===== src/vertex_affine_transform_2d_top_macros.svh =====
// ----------------------------------------------------------------------------
// vertex_affine_transform_2d_top_macros
// Assertion macros for the 2-D vertex transform; empty under synthesis.
// ----------------------------------------------------------------------------
`ifndef VERTEX_AFFINE_TRANSFORM_2D_TOP_MACROS_SVH
`define VERTEX_AFFINE_TRANSFORM_2D_TOP_MACROS_SVH

`ifndef SYNTHESIS

`define VAT2D_ASSERT_SAME(lbl, ante, cons) \
    lbl: assert property (@(posedge i_clk) disable iff (!i_rst_n) (ante) |-> (cons)) \
        else $error("vat2d: same-cycle check failed");

`define VAT2D_ASSERT_NEXT(lbl, ante, cons) \
    lbl: assert property (@(posedge i_clk) disable iff (!i_rst_n) (ante) |=> (cons)) \
        else $error("vat2d: next-cycle check failed");

`else

`define VAT2D_ASSERT_SAME(lbl, ante, cons)
`define VAT2D_ASSERT_NEXT(lbl, ante, cons)

`endif

`endif


===== src/vat2d_pkg.sv =====
// ----------------------------------------------------------------------------
// vat2d_pkg
// Types and constants shared by the 2-D vertex transform datapath.
// ----------------------------------------------------------------------------
`default_nettype none

package vat2d_pkg;

    localparam int COORD_W = 16;
    localparam int COEF_W  = 16;
    localparam int DELTA_W = COORD_W + 1;
    localparam int BASE_W  = COORD_W + 2;
    localparam int PROD_W  = DELTA_W + COEF_W;
    localparam int ACC_W   = PROD_W + 3;
    localparam int OUT_W   = 25;
    localparam int OP_W    = 4;
    localparam int CFG_W   = 3;

    localparam int FRAC_BITS_Q8  = 8;
    localparam int FRAC_BITS_Q14 = 14;

    localparam logic signed [ACC_W-1:0] HALF_Q8  = ACC_W'(1 << (FRAC_BITS_Q8 - 1));
    localparam logic signed [ACC_W-1:0] HALF_Q14 = ACC_W'(1 << (FRAC_BITS_Q14 - 1));

    localparam logic signed [COEF_W-1:0] COS_RESET   = COEF_W'(1 << FRAC_BITS_Q14);
    localparam logic signed [COEF_W-1:0] SCALE_RESET = COEF_W'(1 << FRAC_BITS_Q8);

    typedef enum logic [OP_W-1:0] {
        OP_TRANSLATE     = 4'd0,
        OP_SCALE_ORIGIN  = 4'd1,
        OP_SCALE_PIVOT   = 4'd2,
        OP_ROTATE_ORIGIN = 4'd3,
        OP_ROTATE_PIVOT  = 4'd4,
        OP_REFLECT_X     = 4'd5,
        OP_REFLECT_Y     = 4'd6,
        OP_REFLECT_O     = 4'd7,
        OP_REFLECT_DIAG  = 4'd8,
        OP_SHEAR_X       = 4'd9,
        OP_SHEAR_Y       = 4'd10
    } t_op;

    typedef enum logic [CFG_W-1:0] {
        CFG_SHIFT_X   = 3'd0,
        CFG_SHIFT_Y   = 3'd1,
        CFG_COS_ANGLE = 3'd2,
        CFG_SIN_ANGLE = 3'd3,
        CFG_SCALE_X   = 3'd4,
        CFG_SCALE_Y   = 3'd5,
        CFG_SHEAR_X   = 3'd6,
        CFG_SHEAR_Y   = 3'd7
    } t_cfg_idx;

    typedef enum logic [1:0] {
        FRAC_INT = 2'd0,
        FRAC_Q8  = 2'd1,
        FRAC_Q14 = 2'd2
    } t_frac;

    typedef struct packed {
        logic signed [DELTA_W-1:0] opnd0;
        logic signed [COEF_W-1:0]  coef0;
        logic signed [DELTA_W-1:0] opnd1;
        logic signed [COEF_W-1:0]  coef1;
        logic signed [BASE_W-1:0]  base;
        t_frac                     frac;
    } t_lane_op;

endpackage

`default_nettype wire


===== src/vertex_affine_transform_2d_top.sv =====
// ----------------------------------------------------------------------------
// vertex_affine_transform_2d_top
// 2-D affine transform of one integer vertex per beat.
//
// Input channel (i_in_valid / o_in_ready) carries an operation code, the
// vertex and an optional pivot. Output channel (o_out_valid / i_out_ready)
// carries the transformed vertex, rounded half away from zero.
// Configuration channel (i_cfg_valid / o_cfg_ready) writes one of eight
// 16-bit registers per beat; it is always ready. Write only while idle.
//
// Pipeline: input register, product register, result register, with the two
// 17x16 multipliers per coordinate in the product stage. Throughput: one
// vertex per cycle while the receiver accepts.
// Each stage advances when its successor is empty or advancing, so a
// stalled receiver fills the pipe; up to three beats are held before
// o_in_ready drops. Reset empties the pipe and restores identity settings.
// ----------------------------------------------------------------------------
`default_nettype none
`include "vertex_affine_transform_2d_top_macros.svh"

module vertex_affine_transform_2d_top
    import vat2d_pkg::*;
(
    input  wire logic                      i_clk,
    input  wire logic                      i_rst_n,

    input  wire logic                      i_cfg_valid,
    output logic                           o_cfg_ready,
    input  wire logic [CFG_W-1:0]          i_cfg_index,
    input  wire logic [COEF_W-1:0]         i_cfg_data,

    input  wire logic                      i_in_valid,
    output logic                           o_in_ready,
    input  wire logic [OP_W-1:0]           i_operation,
    input  wire logic signed [COORD_W-1:0] i_vert_x,
    input  wire logic signed [COORD_W-1:0] i_vert_y,
    input  wire logic signed [COORD_W-1:0] i_pivot_x,
    input  wire logic signed [COORD_W-1:0] i_pivot_y,

    output logic                           o_out_valid,
    input  wire logic                      i_out_ready,
    output logic signed [OUT_W-1:0]        o_out_x,
    output logic signed [OUT_W-1:0]        o_out_y
);

    logic signed [COEF_W-1:0] r_shift_x;
    logic signed [COEF_W-1:0] r_shift_y;
    logic signed [COEF_W-1:0] r_cos;
    logic signed [COEF_W-1:0] r_sin;
    logic signed [COEF_W-1:0] r_scale_x;
    logic signed [COEF_W-1:0] r_scale_y;
    logic signed [COEF_W-1:0] r_shear_x;
    logic signed [COEF_W-1:0] r_shear_y;

    logic                      r_a_vld;
    logic [OP_W-1:0]           r_operation;
    logic signed [COORD_W-1:0] r_vert_x;
    logic signed [COORD_W-1:0] r_vert_y;
    logic signed [COORD_W-1:0] r_pivot_x;
    logic signed [COORD_W-1:0] r_pivot_y;

    logic                      r_b_vld;
    logic                      r_out_vld;
    logic signed [OUT_W-1:0]   r_out_x;
    logic signed [OUT_W-1:0]   r_out_y;

    logic                      w_ld_a;
    logic                      w_ld_b;
    logic                      w_ld_c;

    logic                      w_pivot_mode;
    logic signed [COORD_W-1:0] w_px;
    logic signed [COORD_W-1:0] w_py;
    logic signed [DELTA_W-1:0] w_dx;
    logic signed [DELTA_W-1:0] w_dy;
    logic signed [DELTA_W-1:0] w_ndy;
    logic signed [DELTA_W-1:0] w_x17;
    logic signed [DELTA_W-1:0] w_y17;
    logic signed [BASE_W-1:0]  w_x18;
    logic signed [BASE_W-1:0]  w_y18;
    logic signed [BASE_W-1:0]  w_px18;
    logic signed [BASE_W-1:0]  w_py18;

    t_lane_op                  w_op_x;
    t_lane_op                  w_op_y;
    logic signed [OUT_W-1:0]   w_res_x;
    logic signed [OUT_W-1:0]   w_res_y;

    assign o_cfg_ready = 1'b1;

    always_ff @(posedge i_clk) begin
        if (!i_rst_n) begin
            r_shift_x <= '0;
            r_shift_y <= '0;
            r_cos     <= COS_RESET;
            r_sin     <= '0;
            r_scale_x <= SCALE_RESET;
            r_scale_y <= SCALE_RESET;
            r_shear_x <= '0;
            r_shear_y <= '0;
        end else if (i_cfg_valid) begin
            unique case (t_cfg_idx'(i_cfg_index))
                CFG_SHIFT_X:   r_shift_x <= i_cfg_data;
                CFG_SHIFT_Y:   r_shift_y <= i_cfg_data;
                CFG_COS_ANGLE: r_cos     <= i_cfg_data;
                CFG_SIN_ANGLE: r_sin     <= i_cfg_data;
                CFG_SCALE_X:   r_scale_x <= i_cfg_data;
                CFG_SCALE_Y:   r_scale_y <= i_cfg_data;
                CFG_SHEAR_X:   r_shear_x <= i_cfg_data;
                CFG_SHEAR_Y:   r_shear_y <= i_cfg_data;
            endcase
        end
    end

    assign w_ld_c     = !r_out_vld || i_out_ready;
    assign w_ld_b     = !r_b_vld || w_ld_c;
    assign w_ld_a     = !r_a_vld || w_ld_b;
    assign o_in_ready = w_ld_a;

    always_ff @(posedge i_clk) begin
        if (!i_rst_n) begin
            r_a_vld   <= 1'b0;
            r_b_vld   <= 1'b0;
            r_out_vld <= 1'b0;
        end else begin
            if (w_ld_a) begin
                r_a_vld <= i_in_valid;
            end
            if (w_ld_b) begin
                r_b_vld <= r_a_vld;
            end
            if (w_ld_c) begin
                r_out_vld <= r_b_vld;
            end
        end
    end

    always_ff @(posedge i_clk) begin
        if (w_ld_a && i_in_valid) begin
            r_operation <= i_operation;
            r_vert_x    <= i_vert_x;
            r_vert_y    <= i_vert_y;
            r_pivot_x   <= i_pivot_x;
            r_pivot_y   <= i_pivot_y;
        end
        if (w_ld_c && r_b_vld) begin
            r_out_x <= w_res_x;
            r_out_y <= w_res_y;
        end
    end

    assign w_pivot_mode = (t_op'(r_operation) == OP_SCALE_PIVOT)
                       || (t_op'(r_operation) == OP_ROTATE_PIVOT);
    assign w_px   = w_pivot_mode ? r_pivot_x : '0;
    assign w_py   = w_pivot_mode ? r_pivot_y : '0;
    assign w_x17  = DELTA_W'(r_vert_x);
    assign w_y17  = DELTA_W'(r_vert_y);
    assign w_dx   = w_x17 - DELTA_W'(w_px);
    assign w_dy   = w_y17 - DELTA_W'(w_py);
    assign w_ndy  = DELTA_W'(w_py) - w_y17;
    assign w_x18  = BASE_W'(r_vert_x);
    assign w_y18  = BASE_W'(r_vert_y);
    assign w_px18 = BASE_W'(w_px);
    assign w_py18 = BASE_W'(w_py);

    always_comb begin
        w_op_x = '{opnd0: '0, coef0: '0, opnd1: '0, coef1: '0,
                   base: w_x18, frac: FRAC_INT};
        w_op_y = '{opnd0: '0, coef0: '0, opnd1: '0, coef1: '0,
                   base: w_y18, frac: FRAC_INT};
        unique case (t_op'(r_operation))
            OP_TRANSLATE: begin
                w_op_x.base = w_x18 + BASE_W'(r_shift_x);
                w_op_y.base = w_y18 + BASE_W'(r_shift_y);
            end
            OP_SCALE_ORIGIN, OP_SCALE_PIVOT: begin
                w_op_x = '{opnd0: w_dx, coef0: r_scale_x, opnd1: '0, coef1: '0,
                           base: w_px18, frac: FRAC_Q8};
                w_op_y = '{opnd0: w_dy, coef0: r_scale_y, opnd1: '0, coef1: '0,
                           base: w_py18, frac: FRAC_Q8};
            end
            OP_ROTATE_ORIGIN, OP_ROTATE_PIVOT: begin
                w_op_x = '{opnd0: w_dx, coef0: r_cos, opnd1: w_ndy, coef1: r_sin,
                           base: w_px18, frac: FRAC_Q14};
                w_op_y = '{opnd0: w_dx, coef0: r_sin, opnd1: w_dy, coef1: r_cos,
                           base: w_py18, frac: FRAC_Q14};
            end
            OP_REFLECT_X: begin
                w_op_y.base = -w_y18;
            end
            OP_REFLECT_Y: begin
                w_op_x.base = -w_x18;
            end
            OP_REFLECT_O: begin
                w_op_x.base = -w_x18;
                w_op_y.base = -w_y18;
            end
            OP_REFLECT_DIAG: begin
                w_op_x.base = w_y18;
                w_op_y.base = w_x18;
            end
            OP_SHEAR_X: begin
                w_op_x = '{opnd0: w_y17, coef0: r_shear_x, opnd1: '0, coef1: '0,
                           base: w_x18, frac: FRAC_Q8};
            end
            OP_SHEAR_Y: begin
                w_op_y = '{opnd0: w_x17, coef0: r_shear_y, opnd1: '0, coef1: '0,
                           base: w_y18, frac: FRAC_Q8};
            end
            default: begin
            end
        endcase
    end

    vat2d_lane u_lane_x (
        .i_clk (i_clk),
        .i_ld  (w_ld_b && r_a_vld),
        .i_op  (w_op_x),
        .o_res (w_res_x)
    );

    vat2d_lane u_lane_y (
        .i_clk (i_clk),
        .i_ld  (w_ld_b && r_a_vld),
        .i_op  (w_op_y),
        .o_res (w_res_y)
    );

    assign o_out_valid = r_out_vld;
    assign o_out_x     = r_out_x;
    assign o_out_y     = r_out_y;

    `VAT2D_ASSERT_NEXT(a_prod_stage_fill, r_a_vld && w_ld_b, r_b_vld)
    `VAT2D_ASSERT_NEXT(a_out_stage_fill, r_b_vld && w_ld_c, r_out_vld)
    `VAT2D_ASSERT_SAME(a_full_pipe_blocks, r_out_vld && !i_out_ready && r_b_vld && r_a_vld, !o_in_ready)
    `VAT2D_ASSERT_NEXT(a_cos_write, i_cfg_valid && (i_cfg_index == CFG_COS_ANGLE), r_cos == $past(i_cfg_data))

endmodule

`default_nettype wire


===== src/vat2d_lane.sv =====
// ----------------------------------------------------------------------------
// vat2d_lane
// One coordinate: two products and a scaled base registered, then summed and
// rounded half away from zero.
// ----------------------------------------------------------------------------
`default_nettype none

module vat2d_lane
    import vat2d_pkg::*;
(
    input  wire logic                    i_clk,
    input  wire logic                    i_ld,
    input  wire t_lane_op                i_op,
    output logic signed [OUT_W-1:0]      o_res
);

    logic signed [DELTA_W-1:0] w_opnd0;
    logic signed [DELTA_W-1:0] w_opnd1;
    logic signed [COEF_W-1:0]  w_coef0;
    logic signed [COEF_W-1:0]  w_coef1;
    logic signed [BASE_W-1:0]  w_base;

    logic signed [PROD_W-1:0]  n_p0;
    logic signed [PROD_W-1:0]  n_p1;
    logic signed [ACC_W-1:0]   n_bs;
    logic signed [PROD_W-1:0]  r_p0;
    logic signed [PROD_W-1:0]  r_p1;
    logic signed [ACC_W-1:0]   r_bs;
    t_frac                     r_frac;

    logic signed [ACC_W-1:0]   w_sum;
    logic signed [ACC_W-1:0]   w_q8;
    logic signed [ACC_W-1:0]   w_q14;
    logic                      w_corr8;
    logic                      w_corr14;

    assign w_opnd0 = i_op.opnd0;
    assign w_opnd1 = i_op.opnd1;
    assign w_coef0 = i_op.coef0;
    assign w_coef1 = i_op.coef1;
    assign w_base  = i_op.base;

    assign n_p0 = w_opnd0 * w_coef0;
    assign n_p1 = w_opnd1 * w_coef1;

    always_comb begin
        unique case (i_op.frac)
            FRAC_Q8:  n_bs = (ACC_W'(w_base) <<< FRAC_BITS_Q8) + HALF_Q8;
            FRAC_Q14: n_bs = (ACC_W'(w_base) <<< FRAC_BITS_Q14) + HALF_Q14;
            default:  n_bs = ACC_W'(w_base);
        endcase
    end

    always_ff @(posedge i_clk) begin
        if (i_ld) begin
            r_p0   <= n_p0;
            r_p1   <= n_p1;
            r_bs   <= n_bs;
            r_frac <= i_op.frac;
        end
    end

    assign w_sum = ACC_W'(r_p0) + ACC_W'(r_p1) + r_bs;
    assign w_q8  = w_sum >>> FRAC_BITS_Q8;
    assign w_q14 = w_sum >>> FRAC_BITS_Q14;

    // step a negative exact half back down, away from zero
    assign w_corr8  = (w_sum < HALF_Q8) && (w_sum[FRAC_BITS_Q8-1:0] == '0);
    assign w_corr14 = (w_sum < HALF_Q14) && (w_sum[FRAC_BITS_Q14-1:0] == '0);

    always_comb begin
        unique case (r_frac)
            FRAC_Q8:  o_res = w_q8[OUT_W-1:0] - OUT_W'(w_corr8);
            FRAC_Q14: o_res = w_q14[OUT_W-1:0] - OUT_W'(w_corr14);
            default:  o_res = w_sum[OUT_W-1:0];
        endcase
    end

endmodule

`default_nettype wire


===== config.mk =====
export PLATFORM = sky130hd
export DESIGN_NAME = vertex_affine_transform_2d_top
export DESIGN_NICKNAME = d
export VERILOG_FILES = /design/src/vat2d_pkg.sv /design/src/vertex_affine_transform_2d_top.sv /design/src/vat2d_lane.sv
export VERILOG_INCLUDE_DIRS = /design/src /design/src/src
export SDC_FILE = /design/constraint.sdc
export NUM_CORES = 2
export LEC_CHECK = 0
export BUFFER_PORTS_ARGS = -buffer_cell sky130_fd_sc_hd__buf_2
export CAP_MARGIN = 40
export CELL_PAD_IN_SITES_DETAIL_PLACEMENT = 1
export CELL_PAD_IN_SITES_GLOBAL_PLACEMENT = 1
export CORE_ASPECT_RATIO = 1.25
export CORE_MARGIN = 3
export CORE_UTILIZATION = 45
export CTS_BUF_LIST = sky130_fd_sc_hd__clkbuf_8
export DETAILED_ROUTE_END_ITERATION = 7
export HOLD_SLACK_MARGIN = 0.1
export PLACE_DENSITY = 0.81
export SLEW_MARGIN = 30
export SYNTH_ARGS = -nofsm -noshare
export SYNTH_HDL_FRONTEND = slang
export SYNTH_SLANG_ARGS = --single-unit

===== constraint.sdc =====
create_clock -name i_clk -period 14.45 [get_ports i_clk]
set_clock_uncertainty 0.05 [all_clocks]
set_input_delay 0 -clock i_clk [delete_from_list [all_inputs] [get_ports i_clk]]
set_output_delay 0 -clock i_clk [all_outputs]
set_load 0.01 [all_outputs]

==> summary.md <==
| Metric | Value |
|---|---|
| WP data arrival | roughly 12000 ps |
| Synth Cell Area | 70410 um^2 |
| Area Growth Syn to Fin | 10.29% |
| RSZ-0062 raised after global routing | no |
| TNS Setup | 0 ps |
| Place WS | approximately 2800 ps |
| Slew Limit Fails | 0 |
| Drt total wl | 282400 um |
| CTS Hold Buffers Added | ~180 |
| Fillers | 17840 |
| Grt ovf | 0 |
| Worst Path Required | 14970 ps |
| Critical Path Fanout Max | 37 |
| Comb pwr share | 0.446 |
| Power per Cell Area | a little under 70 nW/um^2 |
| Cts bufs inserted | 83 |
| Clock-pin slew on the worst setup and hold paths | roughly 60 ps |
| Post-layout min period | 11860 ps |
| Max clock buf depth | 3 |
| CTS tree | done |
| H-Tree Depth | 3 |
| Placed instance area | ~74000 um^2 |
| Netlist cell types | approximately 110 |
| Synthesized net count | ~9500 |
| Net switching power | 0.002393 W |
| Fmax | roughly 84 MHz |
| Vias | 59680 |
| Clock sink count | approximately 450 |
| Critical path endpoint category | register |
| Placeable Area | between 150000 and 200000 um^2 |
| Number of global-route vias before repair | 66900 |
| Initial drt markers | 4584 |
| Worst-skew pair later-pin latency | between 800 and 900 ps |
| Most frequent cell after synthesis | inv_1 |
| Fraction of registers with async set/reset | 0 |
| EDFF count, synth | 317 |
| Final Instance Area | between 70000 and 80000 um^2 |
| Critical path type | reg -> reg |
| Worst Hold Path EP | r_scale_x[10]$_SDFFE_PN0P_ |
| Yosys top cell by area | fa_1 |
| DRT Pass-1 Iters | 6 |
| Final hold slack | 181.3 ps |
| First-pass GRT wire length | around 420000 um |
| Gr usage total | 0.3539 |
| Sw frac | 0.4491 |
| Post-CTS setup buffer count | 0 |
| Critical path startpoint category | register |
| Final period util | 0.8206 |
| Max Cap Violations | 0 |
| Initial antenna violation count | 29 |
| # rows | about 160 |
| Io pins | roughly 150 |
| Top cell type's share of synthesized area | 0.3346 |
| Critical Path Max Stage Delay | 650 ps |
| Post-route antenna net violation count | 0 |
| Largest net degree at the start of global routing | between 150 and 200 |
| Status | completed |
| Clk root buf | clkbuf_8 |
| Worst Hold Class | in -> reg |
| I/O Buffers | roughly 140 |
| R2r startpoint | r_operation[1]$_DFFE_PP_ |
| Worst setup margin | 2592 ps |
| Hold Crit Depth | 4 |
| Vias per std cell | a little under 6 |
| CP max stage cell | o41ai_1 |
| VDD IR max | just over 70 uV |
| R2R Setup Slk | 2590 ps |
| Die Span X | between 300 and 400 um |
| Mapped Cells | between 7000 and 8000 |
| Rel. slew slack | 0.3612 |
| Seq pwr share | 0.293 |
| Avg Cell Area, Syn | 9.122 um^2 |
| Initial core utilization | 0.4551 |
| Final Setup Violations | 0 |
| DP HPWL | 228500 um |
| Worst reg2reg path depth | 41 |
| Layout Nets | 9741 |
| Final core utilization | 0.5019 |
| Area contributors post-synth | fa_1, edfxtp_1, ha_1 |
| Die area | 161300 um^2 |
| Final hold violation count | 0 |
| Hold Startpoint | i_cfg_data[10] |
| WL/cell | 27.98 um |
| #FFs+latches synth | about 450 |
| Synth Warn # | 0 |
| Routability Congestion | just under 1 |
| Leak pwr | ~36 nW |
| Worst slew pin tran | roughly 950 ps |
| R2r endpoint | u_lane_y.r_p0[31]$_DFFE_PP_ |
| Post-cts sizing count | 0 |
| Main synth FF type | edfxtp_1 |
| Sequential share of the synthesized area | 0.1724 |
| Clock Power Share | 0.261 |
| Layout cells sized above 1 | 0.06758 |
| Pint | roughly 0.003 W |
| Post-synth top cells | inv_1, fa_1, nand2_1, nor2_1, ha_1 |
| Die span in y | between 400 and 500 um |
| DRC viols | 0 |
registers in the layout, indices dropped and copies added, names as in the netlist, 25 cells and up:
name / flops
u_lane_x.r_p1: 33
u_lane_x.r_p0: 33
u_lane_y.r_p1: 33
u_lane_x.r_bs: 32
u_lane_y.r_bs: 32
o_out_x: 25
o_out_y: 25
u_lane_y.r_p0: 33
routing by layer:
layer / up-vias / track usage / share of wire / wire length (um)
met5: - / 0 / 0.00028 / 80
met4: 12 / 0.3566 / 0.12 / 35180
met3: 1110 / 0.07008 / 0.063 / 17820
met2: 2511 / 0.5881 / 0.47 / 133500
met1: 30660 / 0.3706 / 0.34 / 95800
li1: 25390 / - / - / -
placed cells by master, fill, tap and decap left out, types with 21 or more instances in the layout:
cell | synthesis | routed
inv_1 | 1298 | 1319
fa_1 | 1177 | 1177
nand2_1 | 1046 | 1046
nor2_1 | 623 | 620
ha_1 | 503 | 503
edfxtp_1 | 317 | 317
a21oi_1 | 286 | 284
xnor2_1 | 223 | 217
dlygate4sd3_1 | 0 | 182
o21ai_0 | 170 | 169
and2_1 | 147 | 146
buf_2 | 7 | 145
a21boi_0 | 137 | 136
buf_4 | 1 | 136
dfxtp_1 | 131 | 131
nand3_1 | 115 | 115
a21o_1 | 115 | 115
xor2_1 | 104 | 103
clkbuf_8 | 0 | 90
and3_1 | 79 | 79
nor3_1 | 78 | 76
nand2b_1 | 70 | 70
a221oi_1 | 61 | 57
a31oi_1 | 47 | 46
o21a_1 | 46 | 46
nand4_1 | 45 | 45
o21bai_1 | 43 | 43
nor2b_1 | 44 | 42
a22oi_1 | 40 | 40
a211oi_1 | 34 | 34
o31ai_1 | 29 | 28
o211ai_1 | 27 | 27
or2_2 | 27 | 27
a22o_1 | 25 | 25
diode_2 | 0 | 21
stage by stage:
step / power (W) / cells
finish: 0.005329 / 10090
CTS: 0.005245 / 10060
floorplan: 0.002938 / 7719
detailed placement: 0.003812 / 9723
global placement: 0.003736 / 9701
global route: 0.005532 / 10080
cell families (layout without fill, tap and decap cells):
family,count (synthesis),in the layout,share of synthesized area
other,1,22,0.00005326
and+or+nand+nor,2377,2377,0.1509
xor gates and xnor gates,329,329,0.04114
buffers and inverters,1630,1946,0.08748
DFF,448,448,0.1724
AOI/OAI and AO/OA,1242,1242,0.1222
muxes,12,12,0.001759
adders and majority gates,1680,1680,0.4240
area by class of cell:
class / instances / area [um^2] / area share
Multi-Input combinational cell: 5641 / 52290 / 0.6734
Sequential cell: 448 / 12140 / 0.1564
Inverter: 1301 / 4883 / 0.06289
Timing Repair Buffer: 494 / 4003 / 0.05154
Tap cell: 2037 / 2549 / 0.03282
Clock buffer: 89 / 1225 / 0.01577
Clock inverter: 62 / 510.5 / 0.006574
Antenna cell: 21 / 52.55 / 0.0006767
worst max path at each step:
stage                             startpoint                     endpoint  slack [ps]  cells after the start
CTS                 r_operation[1]$_DFFE_PP_  u_lane_y.r_p0[31]$_DFFE_PP_        2760                     41
detailed placement  r_operation[1]$_DFFE_PP_  u_lane_y.r_p0[31]$_DFFE_PP_        2820                     42
floorplan           o_out_valid$_SDFFE_PN0P_   u_lane_x.r_bs[0]$_DFFE_PP_        3730                      2
global placement    r_operation[1]$_DFFE_PP_  u_lane_y.r_p0[29]$_DFFE_PP_        3000                     41
global route        r_operation[1]$_DFFE_PP_  u_lane_y.r_p0[31]$_DFFE_PP_        1830                     41
finish              r_operation[1]$_DFFE_PP_  u_lane_y.r_p0[31]$_DFFE_PP_        2590                     41
power groups by stage:
stage                     Combinational (W)  Clock (W)  Sequential (W)
after detailed placement            0.00223          0         0.00159
after floorplan                     0.00138          0         0.00156
after CTS                           0.00228    0.00140         0.00156
after global placement              0.00215          0         0.00158
final                               0.00238    0.00139         0.00156
after global routing                0.00251    0.00146         0.00157
critical path, delay by kind of cell (launching register included):
family / cells / cell delay [ps]
AO/OA/AOI/OAI: 14 / 4270
XOR/XNOR: 3 / 460
adder cells (fa/ha/maj): 9 / 3950
buffers and inverters: 10 / 1530
flip-flops: 1 / 560
AND/OR/NAND/NOR: 5 / 760
Note: power is estimated with default switching activity, not from simulation.
